--- src/hdl/sem_pkg.sv ---
// ----------------------------------------------------------------------------
// sem_pkg
// shared types and constants of the sobel edge magnitude core
// ----------------------------------------------------------------------------
package sem_pkg;

   localparam int MAX_WIDTH  = 1024;
   localparam int MAX_HEIGHT = 1024;

   localparam int DIM_W = 11;                  // register and dimension width
   localparam int COL_W = $clog2(MAX_WIDTH);   // column index
   localparam int ROW_W = $clog2(MAX_HEIGHT);  // emitted row index

   localparam logic [DIM_W-1:0] DIM_MIN       = DIM_W'(3);
   localparam logic [DIM_W-1:0] WIDTH_MAX     = DIM_W'(MAX_WIDTH);
   localparam logic [DIM_W-1:0] HEIGHT_MAX    = DIM_W'(MAX_HEIGHT);
   localparam logic [DIM_W-1:0] WIDTH_RESET   = DIM_W'(640);
   localparam logic [DIM_W-1:0] HEIGHT_RESET  = DIM_W'(480);

   // register indexes
   localparam logic REG_FRAME_WIDTH  = 1'b0;
   localparam logic REG_FRAME_HEIGHT = 1'b1;

   // opcodes
   localparam logic OP_PIXEL = 1'b0;
   localparam logic OP_FLUSH = 1'b1;

   // divide by three as multiply by reciprocal, exact for sums below 2048
   localparam logic [9:0] THIRD_MUL   = 10'd683;
   localparam int         THIRD_SHIFT = 11;

   localparam logic [7:0]  MAG_MAX   = 8'd255;
   localparam logic [16:0] SQ_LIMIT  = 17'd65025;

   localparam int MQ_DEPTH  = 4;
   localparam int MQ_PTR_W  = $clog2(MQ_DEPTH);
   localparam int OQ_DEPTH  = 32;
   localparam int OQ_PTR_W  = $clog2(OQ_DEPTH);

   // classified beat passed from front to back
   typedef struct packed {
      logic [7:0]       gray;
      logic [7:0]       alpha;
      logic [COL_W-1:0] col;
      logic             emit;
      logic             interior;
      logic             last;
   } sem_item_type;

   // side data travelling alongside the magnitude datapath
   typedef struct packed {
      logic [7:0] alpha;
      logic       interior;
      logic       sat;
      logic       last;
   } sem_meta_type;

   typedef struct packed {
      logic [7:0] magnitude;
      logic [7:0] alpha;
      logic       last;
   } sem_result_type;

endpackage

--- src/hdl/sem_queue.sv ---
// ----------------------------------------------------------------------------
// sem_queue
// short queue of classified beats between front and back
// ----------------------------------------------------------------------------
module sem_queue (
   input  logic                  clock,
   input  logic                  reset,
   input  logic                  push,
   input  sem_pkg::sem_item_type push_item,
   input  logic                  pop,
   output logic                  full,
   output logic                  empty,
   output sem_pkg::sem_item_type head
);

   sem_pkg::sem_item_type mem_ff [sem_pkg::MQ_DEPTH];

   logic [sem_pkg::MQ_PTR_W-1:0] wr_ff, wr_in;
   logic [sem_pkg::MQ_PTR_W-1:0] rd_ff, rd_in;
   logic [sem_pkg::MQ_PTR_W:0]   cnt_ff, cnt_in;

   always_comb begin
      full  = (cnt_ff == (sem_pkg::MQ_PTR_W+1)'(sem_pkg::MQ_DEPTH));
      empty = (cnt_ff == '0);
      head  = mem_ff[rd_ff];
      wr_in = push ? wr_ff + sem_pkg::MQ_PTR_W'(1) : wr_ff;
      rd_in = pop ? rd_ff + sem_pkg::MQ_PTR_W'(1) : rd_ff;
      cnt_in = cnt_ff + (sem_pkg::MQ_PTR_W+1)'(push) - (sem_pkg::MQ_PTR_W+1)'(pop);
   end

   always_ff @(posedge clock) begin
      if (push) begin
         mem_ff[wr_ff] <= push_item;
      end
   end

   always_ff @(posedge clock) begin
      if (reset) begin
         wr_ff  <= '0;
         rd_ff  <= '0;
         cnt_ff <= '0;
      end else begin
         wr_ff  <= wr_in;
         rd_ff  <= rd_in;
         cnt_ff <= cnt_in;
      end
   end

endmodule

--- config.mk ---
export PLATFORM = sky130hd
export DESIGN_NAME = sem_queue
export DESIGN_NICKNAME = d
export VERILOG_FILES = /design/src/hdl/sem_pkg.sv /design/src/hdl/sem_queue.sv
export SDC_FILE = /design/constraint.sdc
export NUM_CORES = 1
export LEC_CHECK = 0
export BUFFER_PORTS_ARGS = -buffer_cell sky130_fd_sc_hd__buf_2
export CAP_MARGIN = 20
export CORE_UTILIZATION = 58
export CTS_BUF_LIST = sky130_fd_sc_hd__clkbuf_4 sky130_fd_sc_hd__clkbuf_8
export CTS_CLUSTER_DIAMETER = 40
export CTS_CLUSTER_SIZE = 25
export DETAILED_ROUTE_END_ITERATION = 8
export PLACE_DENSITY = 0.92
export SKIP_LAST_GASP = 1
export SYNTH_ARGS = -nofsm -noshare
export SYNTH_HDL_FRONTEND = slang
export SYNTH_SLANG_ARGS = --single-unit
--- constraint.sdc ---
create_clock -name clock -period 2.4 [get_ports clock]
set_clock_uncertainty 0.1 [all_clocks]
set_input_delay 0.36 -clock clock [delete_from_list [all_inputs] [get_ports clock]]
set_output_delay 0.36 -clock clock [all_outputs]
set_load 0.005 [all_outputs]
==> results of run 1 <==
-- cells in the mapped netlist --
| library cell | n |
|---|---|
| buf_2 | 2 |
| nor2b_1 | 2 |
| edfxtp_1 | 116 |
| inv_1 | 6 |
| nor3_1 | 1 |
| dfxtp_1 | 9 |
| buf_12 | 1 |
| nand3b_1 | 1 |
| mux4_1 | 1 |
| a21oi_1 | 1 |
| fa_1 | 1 |
| nor2_1 | 5 |
| a21bo_2 | 1 |
| and3_1 | 1 |
| clkbuf_1 | 1 |
| ha_1 | 6 |
| mux2i_1 | 1 |
| buf_6 | 1 |
| and2_1 | 4 |
| buf_4 | 1 |
| mux4_2 | 28 |
| xnor2_1 | 2 |
| xor3_1 | 1 |
-- registers in the layout (all words and copies together), names as in the netlist, named ones only --
| register | count |
|---|---|
| mem_ff | 116 |
| cnt_ff | 3 |
| rd_ff | 2 |
| wr_ff | 2 |
-- worst max-delay path, delay by kind of cell (launching register included) --
kind | cells | cell delay [ns]
muxes | 1 | 0.60
buffers and inverters | 2 | 0.46
DFF | 1 | 0.33
-- power breakdown --
part	internal (mW)	leakage, nW	switching, mW
clock	0.949	0.197	0.803
sequential	2.50	1.14	0.0365
combinational	0.250	0.582	0.217
total	3.70	1.92	1.06
-- logic make-up (layout without fill, tap and decap cells) --
family	Yosys count	in the layout	synth area share
buffers and inverters	12	107	0.0162
and+or+nand+nor	14	14	0.0162
adders and majority gates	7	7	0.0205
muxes	30	30	0.144
DFF	125	125	0.791
AOI/OAI and AO/OA	2	2	0.00324
xor gates and xnor gates	3	3	0.00891
-- cell type report --
| cell class | count | share of cell area |
|---|---|---|
| Timing Repair Buffer | 69 | 0.0681 |
| Clock inverter | 13 | 0.0260 |
| Tap cell | 102 | 0.0233 |
| Sequential cell | 125 | 0.669 |
| Inverter | 6 | 0.00411 |
| Clock buffer | 19 | 0.0455 |
| Multi-Input combinational cell | 56 | 0.164 |
-- path summary, 6_finish.rpt --
path	from	end	slack (ns)	cells past startpoint
worst max-delay path	flop	head[2]	0.13	3
worst min-delay path	push_item[0]	mem_ff[0][0]$_DFFE_PP_	0.05	1
worst max register to register	cnt_ff[0]$_SDFF_PP0_	cnt_ff[2]$_SDFF_PP0_	0.56	7
worst min register to register	rd_ff[1]$_SDFFE_PP0P_	rd_ff[1]$_SDFFE_PP0P_	0.45	2
-- layer usage --
metal  share of wire  GRT usage  vias up
met5               0          0        -
met4          0.0098     0.0688        0
met3           0.056     0.0812        7
met2            0.53      0.330       67
met1            0.40      0.219     1094
li1                -          -      964
==> out/metrics.cfg, run 1 <==
[outcome]
status=finished clean

[setup_path]
cp_max_fo=17
cp.arrival_ns=1.81
worst_setup_path_end_kind=primary output
crit_type=flop to primary output
worst_path_largest_cell_delay_ns=0.60
start_kind=flop
slowest_stage=mux4_1
crit_path_cell_trace=buf_4 > mux4_1 > buf_2
required_ns=1.94

[clock_network]
clkSlewWorstSetupHoldPaths_ns=0.07
cts_tree=done
clockBufferDepth=2
htree_levels=4
cts_setup_buffers=0
clk_latency_ns=0.42
cts_hold_buf=0
cts.sinks=125
cts_resized=0
cts_root_buf=clkbuf_8
numCtsBuffers=17

[final_layout]
final_common_cell=edfxtp_1
register_area_um2=3660
nNetsFinal=315
layout_common_cells=116 x edfxtp_1, 63 x buf_2, 28 x mux4_2
area_growth_syn_to_layout_pct=18.3
fin_cells=390
drive_gt1_frac=0.469
multi_input_area_um2=898
n_fill_cell=480
diodes=0
stdcell_area_um2=5480
utilization=0.709

[sta]
slew_headroom=0.462
slew_viol_final=0
whs_ns=0.0486
final.min_clock_period_ns=2.27
fin_tns_setup_ns=0
tightest_slew_ns=0.807
clock.fmax_ghz=0.441
setup_ws_ns=0.132
rsz0062_at_grt=no
hold_viol_final=0
setup_violations=0
fin_crit_sh=0.945

[floorplan]
core_area_um2=7730
die_x_um=91.4
rows=32
die_h_um=91.4
ios=64
die-area_um2=8350
start_util=0.599

[logic_synthesis]
yosysWarnings=0
synth.net_count=233
yosys.area.top_type_share=0.752
ys_seq_area_frac=0.791
synth_seq_cells=125
synth_cells=193
synth_area_leaders=edfxtp_1 75%, mux4_2 14%, dfxtp_1 3.9%, ha_1 1.6%, mux4_1 0.57%
yosysTopAreaCell=edfxtp_1
syn-cell-area_um2=4630
synth.distinct_cells=23
synth.avg_cell_area_um2=24.0

[detailed_routing]
drtIter0Drc=140
firstDrtPassIters=4
viasPerCell=5.47
vias=2132
post_drt_wl_per_cell_um=18.5
post-route-drc-count=0
ant_nets=0
drt_wl_total_mm=7.21

[pwr]
p_per_area_nw_per_um2=869
vdd_drop_max_v=0.000557
leakage_nw=1.92
power.total_mw=4.76

[placed_design]
dp.cells=358
dp_hpwl_mm=4.25
post-place-ws_ns=0.428
gp_congestion=0.683
postPlaceCellArea_um2=5090
io_buffer_count=63

[flow_run]
cap_violations=0

[global_routing]
grt_antenna_before_repair=0
grt_overflow=0
grt_pass1_wl_mm=11.3
grt_pass1_vias=2227
grt_max_degree=30
grt_usage=0.193

[hold_path]
min_path_type=primary input to flop

Power figures use the tool's default switching activity.
==> run 2, diff against run 1 <==
Settings changed: PLACE_DENSITY 0.92 to default, PLACE_DENSITY_LB_ADDON from default to 0.1.
==> run 2 against run 1 <==
Clock power grew 9.7%. Final cell count down 0.51%. Cell area up 0.91%. Register-to-register slack about the same. Fmax decreased by 0.47%. Sequential power about the same. Setup slack worse by 0.011 ns.
==> out/metrics.cfg, run 2 (synthesis gave the netlist of run 1 again) <==
[outcome]
status=finished clean

[placed_design]
postPlaceCellArea_um2=5100
io_buffer_count=63
gp_congestion=0.735
dp_hpwl_mm=4.08

[sta]
rsz0062_at_grt=no
slew_headroom=0.469
fin_tns_setup_ns=0
clock.fmax_ghz=0.439
slew_viol_final=0
final.min_clock_period_ns=2.28
tightest_slew_ns=0.797
fin_crit_sh=0.949
hold_viol_final=0
setup_violations=0

[final_layout]
largest-register=mem_ff
register_area_um2=3660
drive_gt1_frac=0.458
stdcell_area_um2=5530
nNetsFinal=313
n_fill_cell=467
multi_input_area_um2=898
layout_common_cells=116 x edfxtp_1, 63 x buf_2, 28 x mux4_2
largest_reg_flops=116
utilization=0.715
diodes=0
final_common_cell=edfxtp_1
top_regs=mem_ff (116), cnt_ff (3)
area_growth_syn_to_layout_pct=19.3

[clock_network]
cts.sinks=125
clockBufferDepth=2
cts_resized=0
cts_hold_buf=0
htree_levels=4
clk_latency_ns=0.41
cts_root_buf=clkbuf_8
numCtsBuffers=17
cts_setup_buffers=0
clkSlewWorstSetupHoldPaths_ns=0.07
cts_tree=done

[floorplan]
ios=64
start_util=0.599
die_h_um=91.4
die_x_um=91.4
die-area_um2=8350
core_area_um2=7730
rows=32

[global_routing]
grtUsageMet2=0.297
grt_antenna_before_repair=0
grtUsageMet3=0.0519
grt_usage=0.187
grt_max_degree=30
grt_overflow=0
gr-max-usage-layer=met2
grt_pass1_vias=2209
grt_util_met1=0.242
grt_pass1_wl_mm=11.0

[setup_path]
start_kind=flop
slowest_stage=mux4_2
required_ns=1.94
crit_type=flop to primary output
cp.arrival_ns=1.82
cp_max_fo=24
worst_setup_path_end_kind=primary output
rrSetupSlack_ns=0.57
worst_path_largest_cell_delay_ns=0.54
crit_path_cell_trace=buf_12 > mux4_2 > buf_2

[detailed_routing]
drt_wl_total_mm=6.87
post_drt_wl_per_cell_um=17.7
post-route-drc-count=0
drtIter0Drc=125
vias=2087
firstDrtPassIters=4
ant_nets=0
viasPerCell=5.38

[flow_run]
cap_violations=0

[pwr]
p_per_area_nw_per_um2=890
power.total_mw=4.92
vdd_drop_max_v=0.000549
leakage_nw=1.92

[hold_path]
min_path_type=primary input to flop

-- run 2: worst paths after layout --
path,end,startpoint,cells past startpoint
setup / recovery,head[0],flop,3
hold / removal,mem_ff[1][20]$_DFFE_PP_,push_item[20],1
setup reg to reg,cnt_ff[2]$_SDFF_PP0_,cnt_ff[0]$_SDFF_PP0_,7
hold reg to reg,wr_ff[1]$_SDFFE_PP0P_,wr_ff[1]$_SDFFE_PP0P_,2
-- run 2: metrics by stage --
| stage | std cells | hold slack [ns] | setup WS, ns |
|---|---|---|---|
| 6_report | 388 | 0.0556 | 0.122 |
| 5_1_grt | 388 | 0.0262 | 0.00302 |
| 4_1_cts | 388 | 0.0230 | 0.0558 |
| 3_5_place_dp | 356 | 0.442 | 0.442 |
| 3_3_place_gp | 356 | 0.427 | 0.459 |
| 2_1_floorplan | 193 | 0.332 | 0.626 |
-- run 2: final cells by class --
| class | count | share of cell area |
|---|---|---|
| Tap cell | 102 | 0.0231 |
| Sequential cell | 125 | 0.663 |
| Timing Repair Buffer | 67 | 0.0693 |
| Clock buffer | 17 | 0.0423 |
| Inverter | 6 | 0.00407 |
| Multi-Input combinational cell | 56 | 0.163 |
| Clock inverter | 15 | 0.0358 |
-- run 2: worst max-delay path: cells and delay by family (launching register included) --
kind / cells / cell delay (ns)
DFF: 1 / 0.46
buffers and inverters: 2 / 0.40
muxes: 1 / 0.54
-- run 2: layer usage --
layer	part of all wire	routed length, um	vias up
li1	-	-	960
met1	0.44	3050	1058
met2	0.51	3530	58
met3	0.032	217	11
met4	0.011	77	0
met5	0	0	-
-- run 2: where the power goes --
group | switching, mW | total [mW] | internal [mW]
clock | 0.796 | 1.92 | 1.13
combinational | 0.208 | 0.456 | 0.247
sequential | 0.0404 | 2.54 | 2.50
total | 1.04 | 4.92 | 3.88
