`config.mk`:
```
export PLATFORM = sky130hd
export DESIGN_NAME = sem_front
export DESIGN_NICKNAME = d
export VERILOG_FILES = /design/src/hdl/sem_pkg.sv /design/src/hdl/sem_front.sv
export SDC_FILE = /design/constraint.sdc
export NUM_CORES = 1
export LEC_CHECK = 0
export BUFFER_PORTS_ARGS = -buffer_cell sky130_fd_sc_hd__buf_4
export CORE_MARGIN = 3
export CORE_UTILIZATION = 38
export DETAILED_ROUTE_END_ITERATION = 7
export PLACE_DENSITY = 0.59
export SLEW_MARGIN = 20
export SYNTH_ARGS = -nofsm -noshare
export SYNTH_HDL_FRONTEND = slang
export SYNTH_SLANG_ARGS = --single-unit
```
`constraint.sdc`:
```
create_clock -name clock -period 8.6 [get_ports clock]
set_clock_uncertainty 0.1 [all_clocks]
set_input_delay 0.43 -clock clock [delete_from_list [all_inputs] [get_ports clock]]
set_output_delay 0.43 -clock clock [all_outputs]
set_load 0.05 [all_outputs]
```
`src/hdl/sem_pkg.sv`:
```
// ----------------------------------------------------------------------------
// sem_pkg
// shared types and constants of the sobel edge magnitude core
// ----------------------------------------------------------------------------
package sem_pkg;

   localparam int MAX_WIDTH  = 1024;
   localparam int MAX_HEIGHT = 1024;

   localparam int DIM_W = 11;                  // register and dimension width
   localparam int COL_W = $clog2(MAX_WIDTH);   // column index
   localparam int ROW_W = $clog2(MAX_HEIGHT);  // emitted row index

   localparam logic [DIM_W-1:0] DIM_MIN       = DIM_W'(3);
   localparam logic [DIM_W-1:0] WIDTH_MAX     = DIM_W'(MAX_WIDTH);
   localparam logic [DIM_W-1:0] HEIGHT_MAX    = DIM_W'(MAX_HEIGHT);
   localparam logic [DIM_W-1:0] WIDTH_RESET   = DIM_W'(640);
   localparam logic [DIM_W-1:0] HEIGHT_RESET  = DIM_W'(480);

   // register indexes
   localparam logic REG_FRAME_WIDTH  = 1'b0;
   localparam logic REG_FRAME_HEIGHT = 1'b1;

   // opcodes
   localparam logic OP_PIXEL = 1'b0;
   localparam logic OP_FLUSH = 1'b1;

   // divide by three as multiply by reciprocal, exact for sums below 2048
   localparam logic [9:0] THIRD_MUL   = 10'd683;
   localparam int         THIRD_SHIFT = 11;

   localparam logic [7:0]  MAG_MAX   = 8'd255;
   localparam logic [16:0] SQ_LIMIT  = 17'd65025;

   localparam int MQ_DEPTH  = 4;
   localparam int MQ_PTR_W  = $clog2(MQ_DEPTH);
   localparam int OQ_DEPTH  = 32;
   localparam int OQ_PTR_W  = $clog2(OQ_DEPTH);

   // classified beat passed from front to back
   typedef struct packed {
      logic [7:0]       gray;
      logic [7:0]       alpha;
      logic [COL_W-1:0] col;
      logic             emit;
      logic             interior;
      logic             last;
   } sem_item_type;

   // side data travelling alongside the magnitude datapath
   typedef struct packed {
      logic [7:0] alpha;
      logic       interior;
      logic       sat;
      logic       last;
   } sem_meta_type;

   typedef struct packed {
      logic [7:0] magnitude;
      logic [7:0] alpha;
      logic       last;
   } sem_result_type;

endpackage

```
`src/hdl/sem_front.sv`:
```
// ----------------------------------------------------------------------------
// sem_front
// accepts beats, converts to gray, tracks frame position and classifies
// ----------------------------------------------------------------------------
module sem_front (
   input  logic                       clock,
   input  logic                       reset,
   input  logic                       req_push,
   input  logic                       req_opcode,
   input  logic [7:0]                 req_red,
   input  logic [7:0]                 req_green,
   input  logic [7:0]                 req_blue,
   input  logic [7:0]                 req_alpha_in,
   input  logic                       csr_we,
   input  logic                       csr_index,
   input  logic [sem_pkg::DIM_W-1:0]  csr_wdata,
   input  logic                       q_full,
   output logic                       q_push,
   output sem_pkg::sem_item_type      q_item
);

   logic [sem_pkg::DIM_W-1:0] width_ff, width_in;
   logic [sem_pkg::DIM_W-1:0] height_ff, height_in;
   logic [sem_pkg::COL_W-1:0] col_ff, col_in;
   logic [sem_pkg::DIM_W-1:0] row_ff, row_in;
   logic [sem_pkg::COL_W-1:0] pc_ff, pc_in;
   logic [sem_pkg::ROW_W-1:0] pr_ff, pr_in;

   logic [sem_pkg::DIM_W-1:0] clamped;
   logic [sem_pkg::DIM_W-1:0] dim_hi;
   logic                      at_start;
   logic                      is_flush;
   logic                      take;
   logic                      emit;
   logic                      interior;
   logic                      last;
   logic                      fire;
   logic [9:0]                sum;
   logic [19:0]               prod;
   logic [sem_pkg::DIM_W-1:0] col_next;
   logic [sem_pkg::DIM_W-1:0] pc_next;

   always_comb begin
      dim_hi = (csr_index == sem_pkg::REG_FRAME_WIDTH) ? sem_pkg::WIDTH_MAX
                                                        : sem_pkg::HEIGHT_MAX;
      if (csr_wdata < sem_pkg::DIM_MIN) begin
         clamped = sem_pkg::DIM_MIN;
      end else if (csr_wdata > dim_hi) begin
         clamped = dim_hi;
      end else begin
         clamped = csr_wdata;
      end
   end

   always_comb begin
      at_start = (col_ff == '0) && (row_ff == '0);
      is_flush = (req_opcode == sem_pkg::OP_FLUSH);
      take     = !is_flush && (row_ff < height_ff);
      emit     = (row_ff > sem_pkg::DIM_W'(1)) ||
                 ((row_ff == sem_pkg::DIM_W'(1)) && (col_ff != '0));
      interior = (pr_ff != '0) &&
                 (sem_pkg::DIM_W'(pr_ff) < height_ff - sem_pkg::DIM_W'(1)) &&
                 (pc_ff != '0) &&
                 (sem_pkg::DIM_W'(pc_ff) < width_ff - sem_pkg::DIM_W'(1));
      last     = emit &&
                 (sem_pkg::DIM_W'(pr_ff) == height_ff - sem_pkg::DIM_W'(1)) &&
                 (sem_pkg::DIM_W'(pc_ff) == width_ff - sem_pkg::DIM_W'(1));
      sum      = 10'(req_red) + 10'(req_green) + 10'(req_blue);
      prod     = 20'(sum) * 20'(sem_pkg::THIRD_MUL);
      fire     = req_push && !q_full && !(is_flush && at_start);
   end

   always_comb begin
      q_push          = fire;
      q_item.gray     = take ? prod[sem_pkg::THIRD_SHIFT +: 8] : 8'd0;
      q_item.alpha    = take ? req_alpha_in : 8'd0;
      q_item.col      = col_ff;
      q_item.emit     = emit;
      q_item.interior = interior;
      q_item.last     = last;
   end

   always_comb begin
      width_in  = width_ff;
      height_in = height_ff;
      col_in    = col_ff;
      row_in    = row_ff;
      pc_in     = pc_ff;
      pr_in     = pr_ff;
      col_next  = sem_pkg::DIM_W'(col_ff) + sem_pkg::DIM_W'(1);
      pc_next   = sem_pkg::DIM_W'(pc_ff) + sem_pkg::DIM_W'(1);
      if (csr_we) begin
         if (csr_index == sem_pkg::REG_FRAME_WIDTH) begin
            width_in = clamped;
         end else begin
            height_in = clamped;
         end
         col_in = '0;
         row_in = '0;
         pc_in  = '0;
         pr_in  = '0;
      end else if (fire) begin
         if (last) begin
            col_in = '0;
            row_in = '0;
            pc_in  = '0;
            pr_in  = '0;
         end else begin
            if (col_next >= width_ff) begin
               col_in = '0;
               row_in = row_ff + sem_pkg::DIM_W'(1);
            end else begin
               col_in = col_next[sem_pkg::COL_W-1:0];
            end
            if (emit) begin
               if (pc_next >= width_ff) begin
                  pc_in = '0;
                  pr_in = pr_ff + sem_pkg::ROW_W'(1);
               end else begin
                  pc_in = pc_next[sem_pkg::COL_W-1:0];
               end
            end
         end
      end
   end

   always_ff @(posedge clock) begin
      if (reset) begin
         width_ff  <= sem_pkg::WIDTH_RESET;
         height_ff <= sem_pkg::HEIGHT_RESET;
         col_ff    <= '0;
         row_ff    <= '0;
         pc_ff     <= '0;
         pr_ff     <= '0;
      end else begin
         width_ff  <= width_in;
         height_ff <= height_in;
         col_ff    <= col_in;
         row_ff    <= row_in;
         pc_ff     <= pc_in;
         pr_ff     <= pr_in;
      end
   end

endmodule

```
==> results of run 1 <==
## through the flow
step | hold WS, ns | utilization | instances | area (sq um) | setup slack [ns]
floorplan | 0.345 | - | 821 | 6840 | 0.260
global placement | 0.360 | 0.436 | 1104 | 7620 | 1.01
detailed placement | 0.369 | 0.436 | 1104 | 7620 | 0.874
CTS | 0.299 | 0.452 | 1118 | 7900 | 0.883
global route | 0.319 | 0.453 | 1118 | 7910 | 0.237
finish | 0.315 | 0.453 | 1118 | 7910 | 0.936
## sequential cells by signal, indices dropped and copies added, names as in the netlist
register / count
width_ff: 11
row_ff: 11
col_ff: 10
pc_ff: 10
pr_ff: 10
height_ff: 11
## synth_stat cells, types with 5 or more instances
| master | instances |
|---|---|
| clkbuf_1 | 14 |
| o21a_1 | 8 |
| fa_1 | 29 |
| or3_1 | 8 |
| nand3b_1 | 12 |
| nand4_1 | 19 |
| xnor2_1 | 36 |
| nor4_1 | 11 |
| inv_1 | 98 |
| o21ai_0 | 24 |
| o21ai_1 | 9 |
| a211oi_1 | 5 |
| and3_1 | 15 |
| a211o_1 | 7 |
| or4_1 | 5 |
| nor3_1 | 14 |
| nand2b_1 | 7 |
| nor2_1 | 54 |
| nand3_1 | 18 |
| nand2_1 | 59 |
| ha_1 | 128 |
| dfxtp_1 | 63 |
| a21oi_1 | 59 |
| xor2_1 | 31 |
| a21o_1 | 16 |
| and2_1 | 12 |
| nor2b_1 | 11 |
## final timing paths
| kind | start | end | slack (ns) | cells after the start |
|---|---|---|---|---|
| min reg2reg | width_ff[4] | width_ff[4] | 0.37 | 2 |
| max reg2reg | width_ff[0] | pr_ff[4] | 4.03 | 14 |
| max | req_green[1] | q_item[27] | 0.94 | 31 |
| min | csr_wdata[5] | width_ff[5] | 0.31 | 3 |
## kinds of logic (layout without fill, tap and decap cells)
logic type | Yosys count | count (layout) | share of synthesized area
AO/OA/AOI/OAI | 148 | 148 | 0.134
XOR/XNOR | 67 | 67 | 0.0858
adder cells (fa/ha/maj) | 157 | 157 | 0.319
buffers and inverters | 121 | 193 | 0.0708
flip-flops | 63 | 63 | 0.184
multiplexers | 2 | 2 | 0.00293
AND/OR/NAND/NOR | 263 | 263 | 0.203
## cell type report
cell class,count,share of cell area
Tap cell,225,0.0356
Clock buffer,10,0.0302
Timing Repair Buffer,81,0.0769
Sequential cell,63,0.159
Multi-Input combinational cell,637,0.645
Clock inverter,4,0.00601
Inverter,98,0.0465
## worst reg2reg max path: stages (launching register included)
cell and delay [ns]:
dfxtp_1 0.37, inv_1 0.11, ha_1 0.21, or4b_1 0.51, nor4_1 0.26, xnor2_1 0.12, ha_1 0.30, nand4_1 0.08
nor4_1 0.26, and4_1 0.24, and4_1 0.55, or3_1 0.66, nand3_1 0.25, or3_1 0.35, a21oi_1 0.14
## metal layers
| layer | vias up | part of all wire | wire length [microns] | global-route usage |
|---|---|---|---|---|
| met5 | - | 0 | 0 | 0 |
| met4 | 0 | 0.014 | 227 | 0.0413 |
| met3 | 17 | 0.038 | 623 | 0.0215 |
| met2 | 101 | 0.49 | 7910 | 0.297 |
| met1 | 2684 | 0.46 | 7440 | 0.223 |
| li1 | 2987 | - | - | - |
## cell usage in the layout, fill, tap and decap left out, drive strengths merged, types with 7 or more instances in the layout
cell	instances
xnor2	36
o21ai	33
xor2	31
nand3	18
nor2b	11
fa	29
a21o	16
ha	128
nand2	59
nor2	55
dfxtp	63
and3	15
a211o	7
nand3b	12
or3	8
clkbuf	10
o21a	8
a21oi	59
nand4	19
nor3	14
nand2b	7
inv	98
buf	81
nor4	11
and2	12
==> impl_metrics.json, run 1 <==
{
  "critPathBufInv": 10,
  "synth_area_sq_mm": 0.00684,
  "synth-seq-area-share": 0.184,
  "path_common_cell": "inv_1",
  "tns_ns": 0,
  "die-area_sq_mm": 0.0197,
  "drc": 0,
  "crit_path_end_kind": "output pin",
  "cts_tree": "built",
  "async_reset_ff_frac": 0,
  "vias": 5789,
  "multi_input_area_sq_mm": 0.00510,
  "area_growth_pct": 15.6,
  "diodes": 0,
  "postCtsSetupBuffers": 0,
  "hold_class": "in2reg",
  "cts_buffers": 9,
  "antenna_found_initial": 0,
  "worstPathArrival_ns": 7.13,
  "synth_nets": 1028,
  "rsz0062_at_grt": "false",
  "yosys_warnings": 0,
  "die_w_microns": 140,
  "drt_iter0_drc": 209,
  "wirelength_microns": 16200,
  "cts.sinks": 63,
  "clockBufferDepth": 2,
  "fin_crit_ns": 7.66,
  "dp_hpwl_microns": 13200,
  "regArea_sq_mm": 0.00126,
  "syn_avg_cell_area_sq_um": 8.33,
  "synth_edf_count": 0,
  "crit_required_ns": 8.07,
  "grt_pass1_wl_microns": 27800,
  "rows": 48,
  "fin_nets": 1097,
  "crit_family": "adder cells",
  "synth_cells": 821,
  "drive_gt1_frac": 0.116,
  "initial_core_util": 0.392,
  "crit_path_max_fanout": 4,
  "wire_per_inst_microns": 14.5,
  "tightest_slew_ns": 0.884,
  "slew_violations": 0,
  "fmax_mhz": 130,
  "grt-ovfl-total": 0,
  "finalCritPeriodShare": 0.891,
  "clk_pin_slew_ns": 0.05,
  "ant_nets": 0,
  "synth_top_flop_cell": "dfxtp_1",
  "synth_seq_cells": 63,
  "ctsResizeCount": 0,
  "grt_use_total": 0.170,
  "worstSetupPathType": "in2out",
  "cp-start-kind": "input pin",
  "cp_slowest_cell": "fa_1",
  "grt_pass1_vias": 5669,
  "maxCapViolations": 0,
  "yosys-top-cells-area": "ha_1 23%, dfxtp_1 18%, fa_1 8.5%, inv_1 5.4%, xnor2_1 4.6%",
  "firstDrtPassIters": 4,
  "port_buffers": 79,
  "setup-violations-final": 0,
  "coreArea_sq_mm": 0.0175,
  "outcome": "finished clean",
  "relSlewSlack": 0.396,
  "synth_cell_types": 53,
  "finalHoldViolations": 0,
  "synth_top_area_frac": 0.234,
  "globalplace.congestion": 0.831,
  "io_pins": 80,
  "nFillCells": 1729,
  "max_stage_delay_ns": 0.52,
  "htreeDepth": 3,
  "cts_hold_buf": 0,
  "yosysTopAreaCell": "ha_1",
  "clkLatencyLatePin_ns": 0.33,
  "cts_root_buf": "clkbuf_16",
  "grt_max_degree": 25,
  "vias_per_cell": 5.18,
  "die_y_microns": 140
}
Power of run 1 is left out: the tool's default activity adds up to more than one toggle a clock period on the data nets, which glitch-free logic cannot reach.
==> inputs of run 2 (changes only) <==
--- a/config.mk
+++ b/config.mk
@@ -7,9 +7,10 @@
 export LEC_CHECK = 0
 export BUFFER_PORTS_ARGS = -buffer_cell sky130_fd_sc_hd__buf_4
 export CORE_MARGIN = 3
-export CORE_UTILIZATION = 38
+export CORE_UTILIZATION = 29
 export DETAILED_ROUTE_END_ITERATION = 7
-export PLACE_DENSITY = 0.59
+export GPL_TIMING_DRIVEN = 0
+export PLACE_DENSITY = 0.48
 export SLEW_MARGIN = 20
 export SYNTH_ARGS = -nofsm -noshare
 export SYNTH_HDL_FRONTEND = slang
==> impl_metrics.json, run 2 (synthesized netlist as in run 1, its figures left out) <==
{
  "max_stage_delay_ns": 0.53,
  "cp_slowest_cell": "fa_1",
  "tns_ns": 0,
  "rows": 55,
  "cp-start-kind": "input pin",
  "maxCapViolations": 0,
  "rsz0062_at_grt": "false",
  "die-area_sq_mm": 0.0255,
  "ctsResizeCount": 0,
  "coreArea_sq_mm": 0.0229,
  "worstPathArrival_ns": 7.36,
  "outcome": "finished clean",
  "firstDrtPassIters": 5,
  "final_common_cell": "ha_1",
  "area_growth_pct": 19.2,
  "setup-violations-final": 0,
  "top_regs": "height_ff x11, row_ff x11, width_ff x11",
  "antenna_found_initial": 0,
  "worstSetupPathType": "in2out",
  "dp_hpwl_microns": 14700,
  "hold_class": "in2reg",
  "finalCritPeriodShare": 0.917,
  "relSlewSlack": 0.340,
  "grt_util_met1": 0.194,
  "vias": 5798,
  "cts_hold_buf": 0,
  "grt_pass1_wl_microns": 29700,
  "slew_violations": 0,
  "drc": 0,
  "io_pins": 80,
  "grt-busiest-layer": "met2",
  "postCtsSetupBuffers": 0,
  "wire_per_inst_microns": 14.5,
  "path_common_cell": "inv_1",
  "die_y_microns": 160,
  "drive_gt1_frac": 0.119,
  "finalHoldViolations": 0,
  "cts.sinks": 63,
  "tightest_slew_ns": 0.979,
  "crit_path_end_kind": "output pin",
  "most-common-layout-cells": "128 x ha_1, 98 x inv_1, 83 x buf_4",
  "port_buffers": 79,
  "grt_max_degree": 12,
  "gr-usage-met3": 0.0189,
  "crit_path_max_fanout": 4,
  "die_w_microns": 160,
  "initial_core_util": 0.299,
  "grt-ovfl-total": 0,
  "diodes": 0,
  "clockBufferDepth": 2,
  "clkLatencyLatePin_ns": 0.34,
  "ant_nets": 0,
  "crit_required_ns": 8.07,
  "grt_use_total": 0.143,
  "cts_root_buf": "clkbuf_16",
  "cts_tree": "built",
  "gr-usage-met2": 0.234,
  "vias_per_cell": 4.72,
  "wirelength_microns": 17800,
  "grt_pass1_vias": 5814,
  "fmax_mhz": 127,
  "fin_nets": 1118,
  "fin_crit_ns": 7.89,
  "clk_pin_slew_ns": 0.05,
  "globalplace.congestion": 0.808,
  "htreeDepth": 3,
  "drt_iter0_drc": 207,
  "cts_buffers": 9
}
run 2: cell count changes in the layout (fill, tap and decap cells not counted), sizes merged:
cell,before,now
buf,81,88
bufinv,1,2
clkbuf,10,25
run 2: through the flow:
stage	util	cells	worst slack (ns)	hold WS (ns)	cell area [sq um]
2_1_floorplan	-	821	0.260	0.345	6840
3_3_place_gp	0.342	1213	0.639	0.360	7830
3_5_place_dp	0.342	1213	0.642	0.367	7830
4_1_cts	0.356	1229	0.591	0.213	8160
5_1_grt	0.356	1229	0.0765	0.236	8160
6_report	0.356	1229	0.711	0.230	8160
run 2: area by class of cell:
cell class / instances / area (sq um)
Multi-Input combinational cell: 637 / 5100
Timing Repair Buffer: 79 / 593
Tap cell: 313 / 392
Sequential cell: 63 / 1260
Inverter: 98 / 368
Clock buffer: 11 / 243
Clock inverter: 5 / 81.3
Buffer: 23 / 116
Fill cell: 2440 / 14800
run 2: worst paths after layout:
check / from / endpoint / slack, ns / depth (start not counted)
worst max-delay path: req_red[1] / q_item[27] / 0.71 / 31
worst min-delay path: reset / height_ff[6] / 0.23 / 2
worst max register to register: width_ff[0] / pr_ff[3] / 4.67 / 13
worst min register to register: height_ff[4] / height_ff[4] / 0.38 / 2
run 2: critical path, delay by kind of cell:
kind                     cells  cell delay [ns]
buffers and inverters       10             0.85
XOR/XNOR                     1             0.43
AND/OR/NAND/NOR              2             0.14
AO/OA/AOI/OAI                9             2.10
adder cells (fa/ha/maj)      9             3.41
run 2: layer usage:
metal / routed length [microns] / part of all wire
met2: 8010 / 0.45
met3: 646 / 0.036
met5: 0 / 0
met1: 8770 / 0.49
met4: 342 / 0.019
Power of run 2 is left out for the same reason.
